===== src/rtl/core/cdgf_pkg.sv =====
`default_nettype none
package cdgf_pkg;

  localparam int unsigned DepthW = 18;
  localparam int unsigned StepW  = 4;
  localparam int unsigned TolW   = 18;
  localparam int unsigned CfgW   = 18;
  localparam int unsigned IdxW   = 1;

  localparam logic [IdxW-1:0] RegWindowStep = 1'd0;
  localparam logic [IdxW-1:0] RegPairTol    = 1'd1;

  localparam logic [StepW-1:0] StepReset = 4'd5;
  localparam logic [TolW-1:0]  TolReset  = 18'd1000;

  typedef struct packed {
    logic [DepthW-1:0] depth_mm;
    logic              column_end;
  } in_beat_t;

  typedef struct packed {
    logic [DepthW-1:0] repaired_mm;
    logic              column_done;
  } out_beat_t;

endpackage
`default_nettype wire


===== src/rtl/core/column_depth_gap_fill_top.sv =====
`default_nettype none
// path: an input beat is registered in the front job register, then the back end
// captures it (Idle), picks the pixel (Pick) and loads the output register (Out);
// a hole adds a serial pair scan then a restoring divider (Scan, Div) before Out;
// the front takes one beat per job and stalls while a job waits for the back end
// reset: window_step 5, tolerance 1000 mm, column window empty
// output register holds a beat while the back end picks the next pixel
module column_depth_gap_fill_top import cdgf_pkg::*; #(
  parameter int unsigned MaxStep = 8
) (
  input  wire logic            clk_i,
  input  wire logic            rst_ni,
  input  wire logic            in_valid_i,
  output logic                 in_stall_o,
  input  wire in_beat_t        in_data_i,
  output logic                 out_valid_o,
  input  wire logic            out_stall_i,
  output out_beat_t            out_data_o,
  input  wire logic            cfg_we_i,
  input  wire logic [IdxW-1:0] cfg_idx_i,
  input  wire logic [CfgW-1:0] cfg_data_i
);
  localparam int unsigned CntW = $clog2(MaxStep + 1);

  logic [StepW-1:0] step_q;
  logic [TolW-1:0]  tol_q;
  logic [CntW-1:0]  reach_w;

  always_ff @(posedge clk_i or negedge rst_ni) begin
    if (!rst_ni) begin
      step_q <= StepReset;
      tol_q  <= TolReset;
    end else if (cfg_we_i) begin
      case (cfg_idx_i)
        RegWindowStep: step_q <= cfg_data_i[StepW-1:0];
        RegPairTol:    tol_q  <= cfg_data_i[TolW-1:0];
        default: ;
      endcase
    end
  end

  always_comb begin
    if ({28'd0, step_q} > 32'(MaxStep)) begin
      reach_w = CntW'(MaxStep - 1);
    end else if (step_q == '0) begin
      reach_w = '0;
    end else begin
      reach_w = CntW'(step_q - 4'd1);
    end
  end

  logic                 jv, js, jend;
  logic [DepthW-1:0]    jq [MaxStep];
  logic [CntW-1:0]      jn, je;
  logic [DepthW-1:0]    out_depth_w;
  logic                 out_done_w;

  cdgf_front #(.MaxStep(MaxStep), .DepthBits(DepthW)) u_front (
    .clk_i, .rst_ni, .in_valid_i, .in_stall_o,
    .in_depth_i(in_data_i.depth_mm), .in_end_i(in_data_i.column_end),
    .reach_i(reach_w), .job_valid_o(jv), .job_stall_i(js),
    .job_q_o(jq), .job_n_o(jn), .job_emit_o(je), .job_end_o(jend)
  );

  cdgf_back #(.MaxStep(MaxStep), .DepthBits(DepthW)) u_back (
    .clk_i, .rst_ni, .job_valid_i(jv), .job_stall_o(js),
    .job_q_i(jq), .job_n_i(jn), .job_emit_i(je), .job_end_i(jend),
    .reach_i(reach_w), .tol_i(tol_q), .out_valid_o, .out_stall_i,
    .out_depth_o(out_depth_w), .out_done_o(out_done_w)
  );

  assign out_data_o = '{repaired_mm: out_depth_w, column_done: out_done_w};

endmodule
`default_nettype wire


===== src/rtl/core/cdgf_front.sv =====
`default_nettype none
// front: holds the raw lookahead window and decides which pixels are due
module cdgf_front import cdgf_pkg::*; #(
  parameter int unsigned MaxStep = 8,
  parameter int unsigned DepthBits = 18,
  localparam int unsigned HistLen = MaxStep - 1,
  localparam int unsigned CntW = $clog2(MaxStep + 1)
) (
  input  wire logic                 clk_i,
  input  wire logic                 rst_ni,
  input  wire logic                 in_valid_i,
  output logic                      in_stall_o,
  input  wire logic [DepthBits-1:0] in_depth_i,
  input  wire logic                 in_end_i,
  input  wire logic [CntW-1:0]      reach_i,
  // job to back: window snapshot, pixel count n, emit count
  output logic                      job_valid_o,
  input  wire logic                 job_stall_i,
  output logic [DepthBits-1:0]      job_q_o [MaxStep],
  output logic [CntW-1:0]           job_n_o,
  output logic [CntW-1:0]           job_emit_o,
  output logic                      job_end_o
);

  logic [DepthBits-1:0] la_q [HistLen];
  logic [DepthBits-1:0] la_d [HistLen];
  logic [DepthBits-1:0] snap_w [MaxStep];
  logic [DepthBits-1:0] jq_q [MaxStep];
  logic [CntW-1:0]      jn_q, je_q;
  logic                 jend_q;
  logic [CntW-1:0]      fill_q, fill_d;
  logic [CntW-1:0]      n_w, emit_w;
  logic                 acc;

  assign in_stall_o = job_valid_o & job_stall_i;
  assign acc = in_valid_i & ~in_stall_o;

  always_comb begin
    n_w = fill_q + CntW'(1);
    if (in_end_i) begin
      emit_w = n_w;
    end else if (n_w > reach_i) begin
      emit_w = n_w - reach_i;
    end else begin
      emit_w = '0;
    end
  end

  always_comb begin
    for (int k = 0; k < MaxStep; k++) begin
      if (k < HistLen && CntW'(k) < fill_q) begin
        snap_w[k] = la_q[(k < HistLen) ? k : 0];
      end else if (CntW'(k) == fill_q) begin
        snap_w[k] = in_depth_i;
      end else begin
        snap_w[k] = '0;
      end
    end
  end

  // shift remaining pixels down by the emit count
  always_comb begin
    for (int k = 0; k < HistLen; k++) begin
      la_d[k] = '0;
      for (int s = 0; s < MaxStep; s++) begin
        if (CntW'(s) == CntW'(k) + emit_w) begin
          la_d[k] = snap_w[s];
        end
      end
    end
    if (in_end_i) begin
      fill_d = '0;
    end else if (n_w - emit_w > CntW'(HistLen)) begin
      fill_d = CntW'(HistLen);
    end else begin
      fill_d = n_w - emit_w;
    end
  end

  always_ff @(posedge clk_i or negedge rst_ni) begin
    if (!rst_ni) begin
      fill_q      <= '0;
      job_valid_o <= 1'b0;
    end else begin
      if (acc) begin
        fill_q <= fill_d;
      end
      if (acc) begin
        job_valid_o <= 1'b1;
      end else if (!job_stall_i) begin
        job_valid_o <= 1'b0;
      end
    end
  end

  always_ff @(posedge clk_i) begin
    if (acc) begin
      la_q   <= la_d;
      jq_q   <= snap_w;
      jn_q   <= n_w;
      je_q   <= emit_w;
      jend_q <= in_end_i;
    end
  end
  assign job_q_o    = jq_q;
  assign job_n_o    = jn_q;
  assign job_emit_o = je_q;
  assign job_end_o  = jend_q;

endmodule
`default_nettype wire


===== src/rtl/core/cdgf_back.sv =====
`default_nettype none
// back: emits pixels of one job, filling holes by a serial pair scan and divider
module cdgf_back import cdgf_pkg::*; #(
  parameter int unsigned MaxStep = 8,
  parameter int unsigned DepthBits = 18,
  localparam int unsigned HistLen = MaxStep - 1,
  localparam int unsigned CntW = $clog2(MaxStep + 1),
  localparam int unsigned QIdxW = $clog2(MaxStep),
  localparam int unsigned HIdxW = (HistLen > 1) ? $clog2(HistLen) : 1,
  localparam int unsigned PairW = $clog2(HistLen * HistLen * 2 + 1),
  localparam int unsigned SumW = DepthBits + 1 + PairW,
  localparam int unsigned BitW = $clog2(SumW + 1)
) (
  input  wire logic                 clk_i,
  input  wire logic                 rst_ni,
  input  wire logic                 job_valid_i,
  output logic                      job_stall_o,
  input  wire logic [DepthBits-1:0] job_q_i [MaxStep],
  input  wire logic [CntW-1:0]      job_n_i,
  input  wire logic [CntW-1:0]      job_emit_i,
  input  wire logic                 job_end_i,
  input  wire logic [CntW-1:0]      reach_i,
  input  wire logic [TolW-1:0]      tol_i,
  output logic                      out_valid_o,
  input  wire logic                 out_stall_i,
  output logic [DepthBits-1:0]      out_depth_o,
  output logic                      out_done_o
);

  typedef enum logic [4:0] {
    StIdle = 5'b00001,
    StPick = 5'b00010,
    StScan = 5'b00100,
    StDiv  = 5'b01000,
    StOut  = 5'b10000
  } state_e;

  state_e               state_q;
  logic [DepthBits-1:0] hist_q [HistLen];
  logic [DepthBits-1:0] jobq_q [MaxStep];
  logic [CntW-1:0]      jobn_q, jobe_q;
  logic                 jobend_q;
  logic [CntW-1:0]      hfill_q, idx_q, i_q, j_q;
  logic [SumW-1:0]      sum_q, rem_q;
  logic [PairW-1:0]     cnt_q;
  logic [SumW-1:0]      quo_q;
  logic [BitW-1:0]      bit_q;
  logic [DepthBits-1:0] val_q;
  logic                 done_q;

  logic [DepthBits-1:0] a_w, b_w, d_w, cur_w;
  logic [CntW:0]        bsel_w;
  logic                 ok_w, last_w, jlast_w, ilast_w;
  logic [SumW:0]        trial_w;

  assign cur_w   = jobq_q[idx_q[QIdxW-1:0]];
  assign a_w     = hist_q[HIdxW'(i_q - CntW'(1))];
  assign bsel_w  = {1'b0, idx_q} + {1'b0, j_q};
  assign b_w     = (bsel_w < (CntW+1)'(MaxStep)) ? jobq_q[QIdxW'(bsel_w)] : '0;
  assign d_w     = (a_w > b_w) ? a_w - b_w : b_w - a_w;
  assign ok_w    = (a_w > DepthBits'(1)) && (b_w > DepthBits'(1)) &&
                   ({{(32-DepthBits){1'b0}}, d_w} < {14'd0, tol_i}) &&
                   (i_q <= hfill_q) && (idx_q + j_q < jobn_q);
  assign last_w  = (idx_q + CntW'(1) == jobe_q);
  assign jlast_w = (j_q >= reach_i);
  assign ilast_w = (i_q >= reach_i) || (i_q >= hfill_q);
  assign trial_w = {rem_q, quo_q[SumW-1]} - {{(SumW+1-PairW){1'b0}}, cnt_q};

  assign job_stall_o = !(state_q == StIdle);

  always_ff @(posedge clk_i or negedge rst_ni) begin
    if (!rst_ni) begin
      state_q     <= StIdle;
      hfill_q     <= '0;
      out_valid_o <= 1'b0;
    end else begin
      case (state_q)
        StIdle: begin
          idx_q <= '0;
          if (job_valid_i) begin
            jobq_q   <= job_q_i;
            jobn_q   <= job_n_i;
            jobe_q   <= job_emit_i;
            jobend_q <= job_end_i;
            state_q  <= (job_emit_i == '0) ? StIdle : StPick;
          end
        end
        StPick: begin
          done_q <= last_w & jobend_q;
          if (cur_w != '0) begin
            val_q   <= cur_w;
            state_q <= StOut;
          end else if (reach_i == '0 || hfill_q == '0) begin
            val_q   <= '0;
            state_q <= StOut;
          end else begin
            i_q     <= CntW'(1);
            j_q     <= CntW'(1);
            sum_q   <= '0;
            cnt_q   <= '0;
            state_q <= StScan;
          end
        end
        StScan: begin
          if (ok_w) begin
            sum_q <= sum_q + SumW'(a_w) + SumW'(b_w);
            cnt_q <= cnt_q + PairW'(2);
          end
          if (jlast_w) begin
            j_q <= CntW'(1);
            i_q <= i_q + CntW'(1);
            if (ilast_w) begin
              state_q <= StDiv;
              bit_q   <= '0;
            end
          end else begin
            j_q <= j_q + CntW'(1);
          end
          if (jlast_w && ilast_w) begin
            quo_q <= ok_w ? sum_q + SumW'(a_w) + SumW'(b_w) : sum_q;
            rem_q <= '0;
          end
        end
        StDiv: begin
          if (cnt_q == '0) begin
            val_q   <= '0;
            state_q <= StOut;
          end else if (bit_q == BitW'(SumW)) begin
            val_q   <= quo_q[DepthBits-1:0];
            state_q <= StOut;
          end else begin
            bit_q <= bit_q + BitW'(1);
            if (!trial_w[SumW]) begin
              rem_q <= trial_w[SumW-1:0];
              quo_q <= {quo_q[SumW-2:0], 1'b1};
            end else begin
              rem_q <= {rem_q[SumW-2:0], quo_q[SumW-1]};
              quo_q <= {quo_q[SumW-2:0], 1'b0};
            end
          end
        end
        StOut: begin
          if (!out_valid_o) begin
            out_valid_o <= 1'b1;
            out_depth_o <= val_q;
            out_done_o  <= done_q;
            for (int k = HistLen - 1; k > 0; k--) begin
              hist_q[k] <= hist_q[k-1];
            end
            hist_q[0] <= val_q;
            if (done_q) begin
              hfill_q <= '0;
            end else if (hfill_q < CntW'(HistLen)) begin
              hfill_q <= hfill_q + CntW'(1);
            end
            idx_q   <= idx_q + CntW'(1);
            state_q <= last_w ? StIdle : StPick;
          end
        end
        default: state_q <= StIdle;
      endcase
      if (out_valid_o && !out_stall_i && !(state_q == StOut)) begin
        out_valid_o <= 1'b0;
      end else if (out_valid_o && !out_stall_i && state_q == StOut) begin
        out_valid_o <= 1'b0;
      end
    end
  end

  property p_done_last;
    @(posedge clk_i) disable iff (!rst_ni)
      (out_valid_o && out_done_o && !out_stall_i) |=> (hfill_q == '0);
  endproperty
  a_done_last: assert property (p_done_last) else $error("fill not cleared");

  property p_hfill_max;
    @(posedge clk_i) disable iff (!rst_ni) hfill_q <= CntW'(HistLen);
  endproperty
  a_hfill_max: assert property (p_hfill_max) else $error("history overflow");

  property p_cnt_even;
    @(posedge clk_i) disable iff (!rst_ni) (state_q == StDiv) |-> !cnt_q[0];
  endproperty
  a_cnt_even: assert property (p_cnt_even) else $error("odd pair count");

endmodule
`default_nettype wire


===== config.mk =====
export PLATFORM = sky130hd
export DESIGN_NAME = column_depth_gap_fill_top
export DESIGN_NICKNAME = d
export VERILOG_FILES = /design/src/rtl/core/cdgf_pkg.sv /design/src/rtl/core/column_depth_gap_fill_top.sv /design/src/rtl/core/cdgf_front.sv /design/src/rtl/core/cdgf_back.sv
export SDC_FILE = /design/constraint.sdc
export NUM_CORES = 1
export LEC_CHECK = 0
export BUFFER_PORTS_ARGS = -buffer_cell sky130_fd_sc_hd__buf_2
export CELL_PAD_IN_SITES_DETAIL_PLACEMENT = 0
export CELL_PAD_IN_SITES_GLOBAL_PLACEMENT = 1
export CORE_MARGIN = 2
export CORE_UTILIZATION = 30
export DETAILED_ROUTE_END_ITERATION = 12
export GPL_ROUTABILITY_DRIVEN = 1
export GPL_TIMING_DRIVEN = 0
export PLACE_DENSITY = 0.56
export SLEW_MARGIN = 20
export SYNTH_ARGS = -nofsm -noshare
export SYNTH_HDL_FRONTEND = slang
export SYNTH_HIERARCHICAL = 1
export SYNTH_SLANG_ARGS = --single-unit

===== constraint.sdc =====
create_clock -name clk_i -period 14 [get_ports clk_i]
set_clock_uncertainty 0.1 [all_clocks]
set_input_delay 2.1 -clock clk_i [delete_from_list [all_inputs] [get_ports clk_i]]
set_output_delay 2.1 -clock clk_i [all_outputs]
set_load 0.1 [all_outputs]

[After elaboration in Yosys (flattened, before gate mapping)]
Memories as Yosys holds them, arrays and structs flattened.
Index checks and enable logic that the tools add are counted.
Widths: inputs -> output; s select.
Cells by class
  $lt $le $gt $ge: 23
  multiplexer cells: 142
  equal/unequal tests: 75
  $add $sub $neg: 24
  bitwise operators: 8
  reductions and logical operators: 49
Operators by type and width (number)
  $mux 18: 81
  $mux 26: 10
  $pmux 26 s2: 3
  $eq 3x4->1 const A: 32
  $bmux 18 s3: 2
  $eq 2x4->1 const A: 16
  $mux 5: 12
  $add 26x18->26: 2
  $mux 4: 13
  $logic_not 4->1: 12
  $gt 18x1->1 const B: 2
  $pmux 18 s2: 1
  $sub 18x18->18: 2
  $eq 1x4->1 const A: 8
  $sub 27x7->27: 1
  $pmux 5 s5: 1
  $pmux 4 s2: 3
  $mux 7: 3
  $add 4x1->4 const B: 5
  $reduce_and 5->1: 4
  $gt 18x18->1: 1
  $lt 18x18->1: 1
  $reduce_bool 18->1: 1
  $pmux 7 s2: 1
  47 further kinds: 104
Storage, ports and cells
  bits in writable memories: 126
  logic and storage cells: 370
  memories kept: 1
  bits in registers: 609
  input port bits: 43
Memories
  u_back.hist_q: words 7, bits a word 18, rd ports 7, clocked after Yosys merged registers in 0, write ports 7, RTL line cdgf_back.sv:39  | logic [DepthBits-1:0] hist_q [HistLen];

[Longest topological paths before layout]
  depth in word-level cells: 16
  mapped depth: 34
  depth with buffers taken out: 29

[Hierarchy]
The synthesis kept the hierarchy.
By module, submodules not included
  cdgf_back: times used 1, area each 22589.2 um^2, cells an instance 1670
  cdgf_front: times used 1, area each 18536.5 um^2, cells an instance 1936
  column_depth_gap_fill_top: times used 1, area each 889.6 um^2, cells an instance 56

[Worst setup path after synthesis]
OpenSTA, ideal clock, no wires.
  path kind: in2reg
  start point: in in_valid_i
  end point: reg u_front.fill_q[0]
  stages: 3
  data required time: 13.493 ns
  library setup time: 0.407 ns
  slack: 5.623 ns
  arrival time: 7.870 ns
  cell sequence: nand2_1 -> inv_1 -> o21ai_0
Between the ends
  word-level cells in the longest chain between the ends: 1
RTL lines
  from (decl): RTL line column_depth_gap_fill_top.sv:13  | input wire logic in_valid_i,
  $and 1x1->1: RTL line cdgf_front.sv:36  | assign acc = in_valid_i & ~in_stall_o;
  via u_front.acc: RTL line cdgf_front.sv:33  | logic acc;
  to (signal assigned): RTL line cdgf_front.sv:86  | fill_q <= fill_d;
  to (decl): RTL line cdgf_front.sv:31  | logic [CntW-1:0] fill_q, fill_d;
The timed path passes the listed nets, and every way through them passes these cells.
A chain may end at the register's enable or synchronous reset.

[Worst setup path after layout]
  start point: reg u_back.idx_q[1]
  end point: reg u_back.cnt_q[5] (enable)
Between the ends
  word-level cells in the longest chain between the ends: 14
  elaborated cells between the ends (all ways): 27
RTL lines
  from (decl): RTL line cdgf_back.sv:43  | logic [CntW-1:0] hfill_q, idx_q, i_q, j_q;
  from (signal assigned): RTL line cdgf_back.sv:156  | idx_q <= idx_q + CntW'(1);
  $add 4x4->5: RTL line cdgf_back.sv:58  | assign bsel_w = {1'b0, idx_q} + {1'b0, j_q};
  $not 3->4 (implied by the code): RTL line cdgf_back.sv:59  | assign b_w = (bsel_w < (CntW+1)'(MaxStep)) ? jobq_q[QIdxW'(bsel_w)] : '0;
  $bmux 18 s3: RTL line cdgf_back.sv:59
  $mux 18 (implied by the code) (2 in series): RTL line cdgf_back.sv:59
  $mux 18: RTL line cdgf_back.sv:59
  $sub 18x18->18 or $gt 18x18->1 (tied branches): RTL line cdgf_back.sv:60  | assign d_w = (a_w > b_w) ? a_w - b_w : b_w - a_w;
  $mux 18: RTL line cdgf_back.sv:60
  $lt 18x18->1: RTL line cdgf_back.sv:62  | ({{(32-DepthBits){1'b0}}, d_w} < {14'd0, tol_i}) &&
  $logic_and 1x1->1: RTL line cdgf_back.sv:61  | assign ok_w = (a_w > DepthBits'(1)) && (b_w > DepthBits'(1)) &&
  $logic_and 1x1->1: RTL line cdgf_back.sv:62
  $logic_and 1x1->1: RTL line cdgf_back.sv:63  | (i_q <= hfill_q) && (idx_q + j_q < jobn_q);
  $ne 2x1->1 (no source line)
  $reduce_and 5->1 (no source line) *
  to (signal assigned): RTL line cdgf_back.sv:107  | cnt_q <= cnt_q + PairW'(2);
  to (decl): RTL line cdgf_back.sv:45  | logic [PairW-1:0] cnt_q;
Every way passes the cells marked *; elsewhere a longest branch is shown, timed or not. The select of a mux whose other input is x is not followed.

==> results.cfg <==
[run_status]
outcome = finished clean

[clock_tree]
clk_pin_slew_worst_paths_ps = 60
cts_made_buffers = 88
ctsResizeCount = 0
insertion_delay_ps = 710
cts_buffer_depth = 3
htree_levels = 3
cts-root-buf = clkbuf_16
hold_buffers = 0
postCtsSetupRepairBufs = 0
cts.sinks = 734
cts_tree = done

[setup_path]
crit_type = flip-flop to flip-flop
slowest_delay_ps = 890
cpMostUsedCell = clkbuf_1
cp_max_fo = 10
crit_arrival_ps = 12090
crit_buf_inv = 11
cp_top_family = buffers and inverters
start_kind = flip-flop
cp.required_ps = 14220
cp-end-kind = flip-flop
crit_slowest_cell = clkbuf_1

[sta]
fin_crit_sh_pct = 84.8
period_needed_ps = 11870
rsz0062_at_grt = false
setup-violations-final = 0
slew_viol_final = 0
hold_violations = 0
relSlewSlack_pct = 11.9
tns_ps = 0
fmaxAchievable_ghz = 0.0843
tightest_slew_ps = 1320

[synth]
yosys_register_bits = 734
synth.distinct_cells = 112
syn_area_um2 = 42000
synth_ff_type = edfxtp_1
syn_area_per_cell_um2 = 11.5
synth_edf_count = 697
ys_warn_count = 6
synthArstFlopShare_pct = 5.04
ys_seq_area_share_pct = 52.0
syn-instance-count = 3662

[floorplanning]
die_h_um = 378
start_util_pct = 30.2
dieArea_um2 = 143000
rows = 137
core_area_um2 = 139000
die_w_um = 378
io_pins = 64

[cells_and_area]
finish.utilization_pct = 34.5
final_cell_mix = edfxtp_1 (697), nand2_1 (299), a21oi_1 (231)
fillers = 14100
fin_nets = 4004
layout_commonest_cell = edfxtp_1
drive_above_1_share_pct = 14.1
syn_to_final_growth_pct = 14.3

[hold_path]
hp-class = flip-flop to flip-flop

[global_routing]
track_usage_pct = 28.5
overflow = 0
grt_pass1_vias = 33500
grt_pass1_wl_mm = 280
grt_max_degree = 95
antenna_found_initial = 12

[place]
gp_congestion = 0.991
dp_hpwl_mm = 161
io_buffers = 48

[routing]
drc = 0
dr_wl_met2_mm = 93.6
drtIter0Drc = 4384
wl_met1_mm = 82.5
routed_via_density = 5.90
dr.pass1.iters = 9
wl_mm = 206
via_count = 34000
wl_per_cell_um = 35.7
wl_met3_mm = 15.4
top_layer = met5
final_antenna_net_count = 0

[job]
cap_violations = 0

[pwr]
ir_drop_mv = 0.169
power_density_nw_per_um2 = 250
p_leak_nw = 17.6
==> registers in the layout (all words and copies together), names as in the netlist, 5 cells and up <==
| name | flops |
|---|---|
| u_back/val_q | 18 |
| u_back/cnt_q | 6 |
| u_back/quo_q | 26 |
| u_back/bit_q | 5 |
| u_front/job_q_o | 144 |
| tol_q | 18 |
| u_back/hist_q | 126 |
| u_front/la_q | 126 |
| u_back/sum_q | 26 |
| u_back/out_depth_o | 18 |
| u_back/jobq_q | 144 |
| u_back/rem_q | 26 |
| u_back/state_q | 5 |
==> routing by layer <==
metal  up-vias  global-route usage (%)
li1      14500                       -
met1     17100                    35.8
met5         -                       0
met4         6                    16.6
met2      1896                    45.5
met3       501                    5.59
==> cells in the mapped netlist (14+ instances only) <==
master | n | area (um2)
dfrtp_1 | 28 | 701
o22ai_1 | 110 | 688
nor4_1 | 21 | 131
nor2_1 | 213 | 800
nand4_1 | 15 | 93.8
a221oi_1 | 41 | 359
a31oi_1 | 37 | 231
mux2i_1 | 101 | 1010
clkbuf_1 | 134 | 503
xor2_1 | 26 | 228
and2_1 | 35 | 219
buf_1 | 19 | 71.3
or3_1 | 23 | 144
a21oi_1 | 231 | 1160
buf_2 | 69 | 345
nor3_1 | 56 | 280
nand3_1 | 94 | 470
o31a_1 | 15 | 131
nor2b_1 | 20 | 125
inv_1 | 225 | 845
o21ai_0 | 157 | 786
o32ai_1 | 14 | 123
a211oi_1 | 41 | 308
o2111ai_1 | 22 | 193
fa_1 | 24 | 480
o221ai_1 | 26 | 228
o211ai_1 | 48 | 360
a222oi_1 | 37 | 370
ha_1 | 119 | 1490
a21o_1 | 43 | 323
o21a_1 | 14 | 105
nand2_1 | 299 | 1120
mux4_2 | 90 | 2030
nand2b_1 | 18 | 113
edfxtp_1 | 697 | 20900
and3_1 | 53 | 332
a22oi_1 | 90 | 676
a2111oi_0 | 16 | 140
a22o_1 | 24 | 210
mux2_2 | 56 | 631
xnor2_1 | 42 | 368
==> stage by stage <==
step | hold slack (ps) | cells | setup slack, ps | power, mW | instance area, um2
floorplan | 300 | 3664 | 5620 | 6.74 | 42000
global placement | 301 | 5588 | 1190 | 9.56 | 44600
detailed placement | 305 | 5604 | 1810 | 9.45 | 45100
CTS | 297 | 5767 | 1780 | 11.8 | 48000
global route | 297 | 5768 | 1460 | 12.3 | 48000
finish | 299 | 5769 | 2130 | 12.0 | 48000
==> cells by family (layout without fill, tap and decap cells) <==
logic type | Yosys count | after routing | synth area share (%)
mux | 251 | 251 | 8.89
buf+inv | 473 | 700 | 4.71
xor+xnor | 69 | 69 | 1.46
compound gates | 1084 | 1084 | 17.8
simple gates | 907 | 907 | 10.4
other cells | 1 | 5 | 0.00893
flops | 734 | 734 | 52.0
fa+ha+maj | 143 | 143 | 4.69
==> worst paths after layout <==
| path | to | startpoint | depth (start not counted) | slack [ps] |
|---|---|---|---|---|
| worst max-delay path | u_back/cnt_q[5] | u_back/idx_q[1] | 31 | 2130 |
| worst min-delay path | u_back/jobq_q[106] | u_front/job_q_o[106] | 0 | 300 |
| worst max register to register | u_back/cnt_q[5] | u_back/idx_q[1] | 31 | 2130 |
| worst min register to register | u_back/jobq_q[106] | u_front/job_q_o[106] | 0 | 300 |
| max in group asynchronous | tol_q[10] | rst_ni | 1 | 12020 |
| min in group asynchronous | u_front/fill_q[1] | rst_ni | 1 | 1340 |
==> report_power, final <==
group,internal [mW],switching (mW),leakage (nW)
Clock,1.39,0.971,1.43
Combinational,1.64,4.63,9.09
Sequential,3.22,0.175,7.05
==> layout make-up <==
cell class                      count  area, um2  share of cell area, %
Multi-Input combinational cell   2457      18300                   38.2
Tap cell                         1876       2350                   4.89
Clock inverter                     48        567                   1.18
Timing Repair Buffer               64        542                   1.13
Clock buffer                      115       2360                   4.92
Inverter                          230        871                   1.81
Antenna cell                        2       5.00                 0.0104
Sequential cell                   734      21900                   45.5
Buffer                            243       1130                   2.36
(Power assumes the default switching activity.)
